**src/design/tnc_pkg.sv**
```systemverilog
`timescale 1ns / 1ps
package tnc_pkg;
   localparam int DataWidth  = 64;
   localparam int HalfWidth  = DataWidth / 2;
   localparam int RateWidth  = 34;
   localparam int RemWidth   = 34;
   localparam int DivSteps   = DataWidth;
   localparam int NumCells   = 2 * DivSteps + 3;
   localparam logic [29:0] NsPerSec = 30'd1000000000;
   localparam logic [RateWidth-1:0] RateReset = 34'd1000000000;

   typedef enum logic [1:0] {
      MODE_TICK_TO_RT = 2'd0,
      MODE_RT_TO_TICK = 2'd1,
      MODE_DELTA_NS   = 2'd2,
      MODE_NS_TO_TICK = 2'd3
   } mode_type;

   typedef enum logic [1:0] {
      REG_TICK_RATE = 2'd0,
      REG_TICK_EPOCH = 2'd1,
      REG_RT_EPOCH = 2'd2
   } reg_index_type;

   // state carried between division cells
   typedef struct packed {
      logic                  valid;
      logic                  scale;
      logic                  zero;
      logic [DataWidth-1:0]  base;
      logic [DataWidth-1:0]  num;
      logic [RemWidth:0]     rem;
      logic [RateWidth-1:0]  den;
      logic [DataWidth-1:0]  quo;
      logic [DataWidth-1:0]  hi;
   } cell_type;
endpackage

```
**src/design/tnc_div_cell.sv**
```systemverilog
`timescale 1ns / 1ps
module tnc_div_cell
   import tnc_pkg::*;
(
   input  logic     clock,
   input  logic     reset,
   input  logic     enable,
   input  cell_type cell_in,
   output cell_type cell_out
);
   cell_type cell_ff, cell_in_next;
   logic [RemWidth:0] shifted;
   logic [RemWidth+1:0] diff;

   // one restoring division step: bring in the next numerator bit
   always_comb begin
      cell_in_next = cell_in;
      shifted = {cell_in.rem[RemWidth-1:0], cell_in.num[DataWidth-1]};
      diff = {1'b0, shifted} - {2'b00, cell_in.den};
      cell_in_next.num = {cell_in.num[DataWidth-2:0], 1'b0};
      if (!diff[RemWidth+1]) begin
         cell_in_next.rem = diff[RemWidth:0];
         cell_in_next.quo = {cell_in.quo[DataWidth-2:0], 1'b1};
      end else begin
         cell_in_next.rem = shifted;
         cell_in_next.quo = {cell_in.quo[DataWidth-2:0], 1'b0};
      end
   end

   always_ff @(posedge clock) begin
      if (reset) begin
         cell_ff.valid <= 1'b0;
      end else if (enable) begin
         cell_ff <= cell_in_next;
      end
   end

   assign cell_out = cell_ff;
endmodule

```
**config.mk**
```make
export PLATFORM = sky130hd
export DESIGN_NAME = tnc_div_cell
export DESIGN_NICKNAME = d
export VERILOG_FILES = /design/src/design/tnc_pkg.sv /design/src/design/tnc_div_cell.sv
export SDC_FILE = /design/constraint.sdc
export NUM_CORES = 1
export LEC_CHECK = 0
export BUFFER_PORTS_ARGS = -buffer_cell sky130_fd_sc_hd__buf_2
export CAP_MARGIN = 15
export CORE_AREA = 2 2 254 256
export CTS_CLUSTER_DIAMETER = 120
export DETAILED_ROUTE_END_ITERATION = 7
export DIE_AREA = 0 0 256 258
export HOLD_SLACK_MARGIN = 0.1
export SKIP_CTS_REPAIR_TIMING = 1
export SLEW_MARGIN = 30
export SYNTH_ARGS = -nofsm -noshare
export SYNTH_HDL_FRONTEND = slang
export SYNTH_SLANG_ARGS = --single-unit
```
**constraint.sdc**
```tcl
create_clock -name clock -period 40.3 [get_ports clock]
set_input_delay 8.06 -clock clock [delete_from_list [all_inputs] [get_ports clock]]
set_output_delay 8.06 -clock clock [all_outputs]
set_load 0.03 [all_outputs]
```
=== Word level (Yosys, flattened, before mapping) ===
Cells that the tools add are included.

* Bits of input ports: 331
* Logic and storage cells: 14
* Output and inout bits: 328
* Register bits: 327

* Bitwise gates (word level): 1
* Reduce and logical (&&, ||, !) cells: 1
* Mux-type cells: 2
* $add $sub $neg: 1

{| class="wikitable"
|+ Operators with widths
! cell !! number
|-
| $sub A35 B34 Y36 || 1
|-
| $mux W35 || 1
|-
| $reduce_and A2 Y1 || 1
|-
| $mux W1 || 1
|-
| $not A1 Y1 || 1
|}

=== Depth between registers and ports, before layout ===
Gate-level depths: netlist of run 1.

* Depth in word-level cells: 2
* Mapped depth: 12
* Mapped depth without buffers: 12

=== Worst setup path before layout of run 1 ===
OpenSTA, ideal clock, no wires.

* Path kind: input to register
* From: input port reset
* To: register cell_ff, in the netlist cell_out[0], enable pin
* Path buffers: 0
* Library setup time: 1.065 ns
* Arrival: 22.462 ns
* Data required time: 39.235 ns
* Stages: 1
* Slack: 16.773 ns
* Path through: nor2b_1

* Cells in the longest elaborated chain, start to end: 2

{| class="wikitable"
|+ RTL lines
! what !! RTL line !! source
|-
| from (decl) || tnc_div_cell.sv:6 || <nowiki>input logic reset,</nowiki>
|-
| $not A1 Y1 (no line) || -- ||
|-
| $reduce_and A2 Y1 (no line) || -- ||
|-
| to (signal assigned) || tnc_div_cell.sv:34 || <nowiki>cell_ff <= cell_in_next;</nowiki>
|-
| to (decl) || tnc_div_cell.sv:11 || <nowiki>cell_type cell_ff, cell_in_next;</nowiki>
|}

Every way passes these cells.
A chain may end at the register's enable or synchronous reset.

==> parameters.txt, run 1 <==
Parameter                              Value

Run status
  Result of the run    finished, final reports clean

Timing
  Worst slew slack as a fraction of its limit    36.8%
  Total negative slack for setup checks    0 ns
  Total count of hold-check failures in the final report    0
  Setup violation total in the final timing report    0
  Fmax    89.3 MHz
  Final worst path period need    11.20 ns
  Period utilisation layout    27.8%
  Setup WS post-layout    29.10 ns
  Setup repair after global routing missed its margin    false
  Final Max Slew Viols    0
  Pin slew with the least headroom to its limit    0.948 ns
  Worst-case clock skew    0 ns

Logic synthesis
  Proportion of register bits with asynchronous set or reset after synthesis    0%
  Number of register bits inferred by synthesis    327
  Synth area leaders    sky130_fd_sc_hd__edfxtp_1 (79%), sky130_fd_sc_hd__ha_1 (3.4%), sky130_fd_sc_hd__mux2_4 (3.3%)
  Cell type with the largest total area after synthesis    sky130_fd_sc_hd__edfxtp_1
  Number of enable flip-flop cells after synthesis    326
  Number of cells produced by synthesis    668
  Top-count cell post-synth    sky130_fd_sc_hd__edfxtp_1
  Mapped Area    12,400 µm²
  Seq/Total Area, Yosys    79.4%
  Commonest cells post-synth    sky130_fd_sc_hd__edfxtp_1 (326), sky130_fd_sc_hd__inv_1 (43), sky130_fd_sc_hd__ha_1 (34)
  Primary FF master, synth    sky130_fd_sc_hd__edfxtp_1
  Syn_area_per_cell    18.5 µm²
  Count of distinct cell types in the synthesized netlist    51
  Area share of the leading cell type in the synthesized netlist    79.2%
  Total nets after synthesis    1,034
  Number of warnings reported in the yosys synthesis log    0

Placement
  Setup slack after placement    28.38 ns
  Count of input and output buffers    655
  RePlAce Congestion    0.911
  HPWL after DPL    41.9 mm
  Placed Instances    2,170

Worst setup path
  Chain of cells forming the critical path    buf_2 > inv_1 > ha_1 > inv_1 > fa_1 > a211oi_1 > o21ai_0 > o21ai_0 > a211oi_1 > nor3_1 > o21ai_0 > xor2_1 > mux2_4
  Critical path depth    13
  Critical path's largest stage delay    0.65 ns
  Worst reg2reg path depth    2
  Required time at the endpoint of the critical path    40.61 ns
  Largest delay contributor family on the critical path    compound AO/OA/AOI/OAI gates
  Buffering stage count on the worst path with inverters included    3
  Kind of capture point of the worst setup path    register
  Critical path fanouts, max    4
  Setup crit start kind    primary input
  Slowest stage cell, crit path    sky130_fd_sc_hd__o21ai_0
  Worst EP arrival    11.52 ns
  Critical path's most frequent cell    sky130_fd_sc_hd__o21ai_0
  Critical setup path kind    primary input to register

Global routing
  GR Overflow Total    0
  Largest net degree at the start of global routing    127
  Global-route wire length before repair    70.3 mm
  Combined global-route utilization of all metal layers    15.1%
  Number of global-route vias before repair    9,169
  Antenna violations before repair    34

Clocking
  Count of clock tree sinks    327
  Clock Path Buffers    3
  Maximum level of the CTS H-tree    2
  TritonCTS clock tree    yes
  CTS root buf    sky130_fd_sc_hd__clkbuf_16
  Total CTS buffers    41
  Clock network latency to the later pin of the worst-skew pair    0.56 ns
  Clock transition at the registers of the reported paths    0.06 ns

Finish
  Syn-to-layout area delta    45.7%
  Fraction of final layout cells sized beyond drive strength 1    54.8%
  Final nets    1,724
  Number of flip-flops under the largest register name    327
  Cell Count, Final, Fillers Out    2,248

Power and ir drop
  Net switching power figure    264 µW
  Max VDD drop    0.0244 mV
  Part of the total power dissipated in combinational logic    16.5%
  Leakage power    0.00764 µW
  Switching portion of total power    28.7%
  Int Pwr    657 µW
  Relative contribution of sequential cells to total power    44.5%
  Relative contribution of the clock network to total power    39.0%
  Ratio of total power to cell area    51.1 nW/µm²

Die
  Total die area    66,000 µm²
  Starting Density    19.4%
  Die W    256 µm
  Vert. Die Dim    258 µm
  Placeable Area    63,600 µm²
  I/O pins    659
  Row count    93

Hold path
  Class of the worst hold path    register to register
  Worst hold path cell count    2

Drt
  Detailed Route Iter0 Violations    609
  Count of unresolved DRC violations after routing    0
  Post-DRT Antenna Nets    0
  First-pass DRT Iterations    4
  Total Routed Length    51.9 mm
  Routed WL per cell    23.1 µm
  Number of vias in the routed layout    8,823
  Average via count per standard cell    3.92

Flow run
  Max-cap violations    0
## metrics by stage
stage,area (µm²),power (µW),hold WS [ns],util (%)
2_1_floorplan,12400,517,0.630,-
3_3_place_gp,16700,570,0.483,26.2
3_5_place_dp,16700,571,0.482,26.2
4_1_cts,18000,939,0.499,28.3
5_1_grt,18000,961,0.562,28.3
6_report,18000,921,0.502,28.3
## worst paths after layout
kind | slack (ns) | from | endpoint
setup / recovery | 29.10 | cell_in[260] | cell_out[188]$_DFFE_PP_
hold / removal | 0.50 | cell_out[327]$_SDFFE_PP0P_ | cell_out[327]$_SDFFE_PP0P_
setup reg to reg | 39.72 | cell_out[327]$_SDFFE_PP0P_ | cell_out[327]$_SDFFE_PP0P_
hold reg to reg | 0.50 | cell_out[327]$_SDFFE_PP0P_ | cell_out[327]$_SDFFE_PP0P_
## layer usage
layer | global-route usage [%] | up-vias | wire [µm]
li1 | - | 3983 | -
met1 | 16.5 | 4269 | 18900
met2 | 25.9 | 432 | 25300
met3 | 6.53 | 111 | 5420
met4 | 5.62 | 28 | 2090
met5 | 0 | - | 165
## placed cells by master (no fill, tap or decap), types with 6 or more instances in the layout
master,netlist,final
sky130_fd_sc_hd__inv_1,43,43
sky130_fd_sc_hd__and3_1,6,6
sky130_fd_sc_hd__a21o_1,17,17
sky130_fd_sc_hd__clkinv_2,0,9
sky130_fd_sc_hd__o211ai_1,7,7
sky130_fd_sc_hd__buf_2,0,655
sky130_fd_sc_hd__nand2_1,18,18
sky130_fd_sc_hd__ha_1,34,34
sky130_fd_sc_hd__o21ai_0,16,16
sky130_fd_sc_hd__a21oi_1,33,33
sky130_fd_sc_hd__mux2_4,27,27
sky130_fd_sc_hd__clkbuf_16,0,41
sky130_fd_sc_hd__clkinv_1,0,7
sky130_fd_sc_hd__xnor2_1,16,16
sky130_fd_sc_hd__edfxtp_1,326,326
sky130_fd_sc_hd__nor2_1,14,14
sky130_fd_sc_hd__a211oi_1,7,7
sky130_fd_sc_hd__nor3_1,9,9
sky130_fd_sc_hd__xor2_1,11,11
## final cells by class
cell class | count | area (µm²)
diodes | 3 | 7.51
multi-input cells | 285 | 2320
clock buffers | 45 | 1040
fillers | 6574 | 45600
repair buffers | 660 | 3330
inverters | 43 | 161
flip-flops and latches | 327 | 9810
clock inverters | 30 | 272
well taps | 855 | 1070
## power groups by stage
stage	Clock (µW)	Sequential [µW]	Combinational (µW)
after floorplan	0	474	43.4
after global placement	0	417	154
after detailed placement	0	417	154
after CTS	374	410	155
after global routing	386	412	162
final	359	410	152
## worst register-to-register path, stage by stage (launching register included)
cell                      delay, ns
sky130_fd_sc_hd__dfxtp_1       0.31
sky130_fd_sc_hd__mux2i_1       0.12
sky130_fd_sc_hd__nor2_1        0.05
## kinds of logic after synthesis
kind of cell,synth area share [%]
simple gates,3.27
mux,3.98
buf+inv,1.91
flops,79.4
fa+ha+maj,3.60
other cells,0.0303
xor+xnor,1.91
compound gates,5.93
No activity file was read; power rests on OpenSTA's default activity.
==> run 2, diff against run 1 <==
- clock period: 40.3 -> 9.3 ns (I/O delays scaled with it)
==> run 2 against run 1 <==
Effect of this change:
- final cell count hardly changed
- first-iteration DRC count is 6.6% higher
- combinational power increased to 4.3 times the previous value
- setup slack got worse by 25 ns
- global-route usage down 0.31 points
- non-clock buffer count decreased by 1
- register-to-register slack worse by 31 ns
- clock-buffer cell count is 9 higher
==> parameters.txt, run 2 (synthesis results as in run 1) <==
Parameter                              Value

Run status
  Result of the run    finished, final reports clean

Die
  Vert. Die Dim    258 µm
  Die W    256 µm
  I/O pins    659
  Row count    93
  Starting Density    19.4%
  Placeable Area    63,600 µm²
  Total die area    66,000 µm²

Timing
  Total count of hold-check failures in the final report    0
  Final Max Slew Viols    0
  Worst-case clock skew    0 ns
  Setup repair after global routing missed its margin    false
  Total negative slack for setup checks    0 ns
  Fmax    195 MHz
  Worst slew slack as a fraction of its limit    39.6%
  Final worst path period need    5.14 ns
  Period utilisation layout    55.2%
  Setup violation total in the final timing report    0
  Pin slew with the least headroom to its limit    0.906 ns

Flow run
  Max-cap violations    0

Worst setup path
  Critical path's largest stage delay    0.73 ns
  Critical path fanouts, max    4
  Chain of cells forming the critical path    buf_2 > inv_1 > ha_1 > inv_1 > fa_1 > a211oi_1 > o21ai_0 > o21ai_0 > a211oi_1 > nor3_1 > o21ai_0 > xor2_1 > mux2_4
  Slowest stage cell, crit path    sky130_fd_sc_hd__o21ai_0
  Worst EP arrival    5.43 ns
  Largest delay contributor family on the critical path    compound AO/OA/AOI/OAI gates
  Buffering stage count on the worst path with inverters included    3
  Critical setup path kind    primary input to register
  Required time at the endpoint of the critical path    9.60 ns
  Critical path's most frequent cell    sky130_fd_sc_hd__o21ai_0
  Setup crit start kind    primary input
  Kind of capture point of the worst setup path    register

Clocking
  Maximum level of the CTS H-tree    2
  CTS root buf    sky130_fd_sc_hd__clkbuf_16
  TritonCTS clock tree    yes
  Clock transition at the registers of the reported paths    0.06 ns
  Clock Path Buffers    3
  Count of clock tree sinks    327
  Total CTS buffers    40
  Clock network latency to the later pin of the worst-skew pair    0.54 ns

Finish
  Fraction of final layout cells sized beyond drive strength 1    54.4%
  Storage element area    9810 µm²
  Commonest cells after routing, fill and taps aside    sky130_fd_sc_hd__buf_2 (655), sky130_fd_sc_hd__edfxtp_1 (326), sky130_fd_sc_hd__inv_1 (43)
  Most common cell after layout, fill and taps aside    sky130_fd_sc_hd__buf_2
  Final core utilization    28.3%
  Cell Count, Final, Fillers Out    2,247
  Final nets    1,722
  Syn-to-layout area delta    45.5%
  Fill cell count    6,570
  Number of flip-flops under the largest register name    327
  Area occupied by multi-input gates    2320 µm²

Power and ir drop
  Ratio of total power to cell area    221 nW/µm²
  Leakage power    0.00761 µW
  Max VDD drop    0.132 mV

Global routing
  Antenna violations before repair    37
  Largest net degree at the start of global routing    143
  Global-route wire length before repair    68.7 mm
  Number of global-route vias before repair    9,127
  GR Overflow Total    0
  Combined global-route utilization of all metal layers    14.7%

Placement
  HPWL after DPL    41.4 mm
  Placed Instances    2,169
  RePlAce Congestion    0.923
  Count of input and output buffers    655

Drt
  Total Routed Length    50.9 mm
  Detailed Route Iter0 Violations    649
  Count of unresolved DRC violations after routing    0
  Number of vias in the routed layout    8,861
  First-pass DRT Iterations    5
  Average via count per standard cell    3.94
  Post-DRT Antenna Nets    0
  Routed WL per cell    22.6 µm

Hold path
  Class of the worst hold path    register to register
[run 2: cell types whose count changed in the layout (fill, tap and decap cells not counted), moves of 2 or more]
| cell | previous run | this run |
|---|---|---|
| sky130_fd_sc_hd__clkinv_4 | 3 | 1 |
| sky130_fd_sc_hd__clkinv_2 | 9 | 3 |
| sky130_fd_sc_hd__inv_6 | 2 | 0 |
| sky130_fd_sc_hd__clkbuf_1 | 4 | 11 |
| sky130_fd_sc_hd__clkinv_1 | 7 | 4 |
| sky130_fd_sc_hd__diode_2 | 3 | 7 |
[run 2: path summary, 6_finish.rpt]
path / endpoint / from / depth (start not counted) / slack, ns
worst max-delay path: cell_out[188]$_DFFE_PP_ / cell_in[260] / 13 / 4.16
worst min-delay path: cell_out[327]$_SDFFE_PP0P_ / cell_out[327]$_SDFFE_PP0P_ / 2 / 0.53
worst max register to register: cell_out[327]$_SDFFE_PP0P_ / cell_out[327]$_SDFFE_PP0P_ / 2 / 8.71
worst min register to register: cell_out[327]$_SDFFE_PP0P_ / cell_out[327]$_SDFFE_PP0P_ / 2 / 0.53
[run 2: per-stage QoR]
stage	setup slack [ns]	hold WS, ns	power, µW	area, µm²
global route	3.95	0.561	4130	18000
global placement	3.54	0.507	2470	16700
detailed placement	3.55	0.508	2470	16700
floorplan	2.13	0.630	2220	12400
CTS	4.14	0.524	4040	18000
finish	4.16	0.528	3970	18000
[run 2: layer usage]
layer  wire length, µm  vias to the layer above  global-route usage [%]
met1             18000                     4221                    15.5
li1                  -                     3981                       -
met5               226                        -                       0
met4              3220                       38                    9.36
met3              6070                      138                    7.99
met2             23300                      483                    23.1
[run 2: tightest hold or removal path, cell delays in order (launching register included)]
cell,delay [ns]
sky130_fd_sc_hd__dfxtp_1,0.35
sky130_fd_sc_hd__mux2i_1,0.07
sky130_fd_sc_hd__nor2_1,0.07
[run 2: cell type report]
cell class,instances,share of cell area (%)
Antenna cell,7,0.0974
Clock buffer,54,6.15
Clock inverter,17,1.02
Inverter,43,0.897
Multi-Input combinational cell,285,12.9
Sequential cell,327,54.5
Tap cell,855,5.95
Timing Repair Buffer,659,18.5
[run 2: where the power goes]
part	total (µW)	switching (µW)	internal (µW)
combinational	657	440	217
clock	1540	617	919
sequential	1780	29.1	1750
total	3970	1090	2880
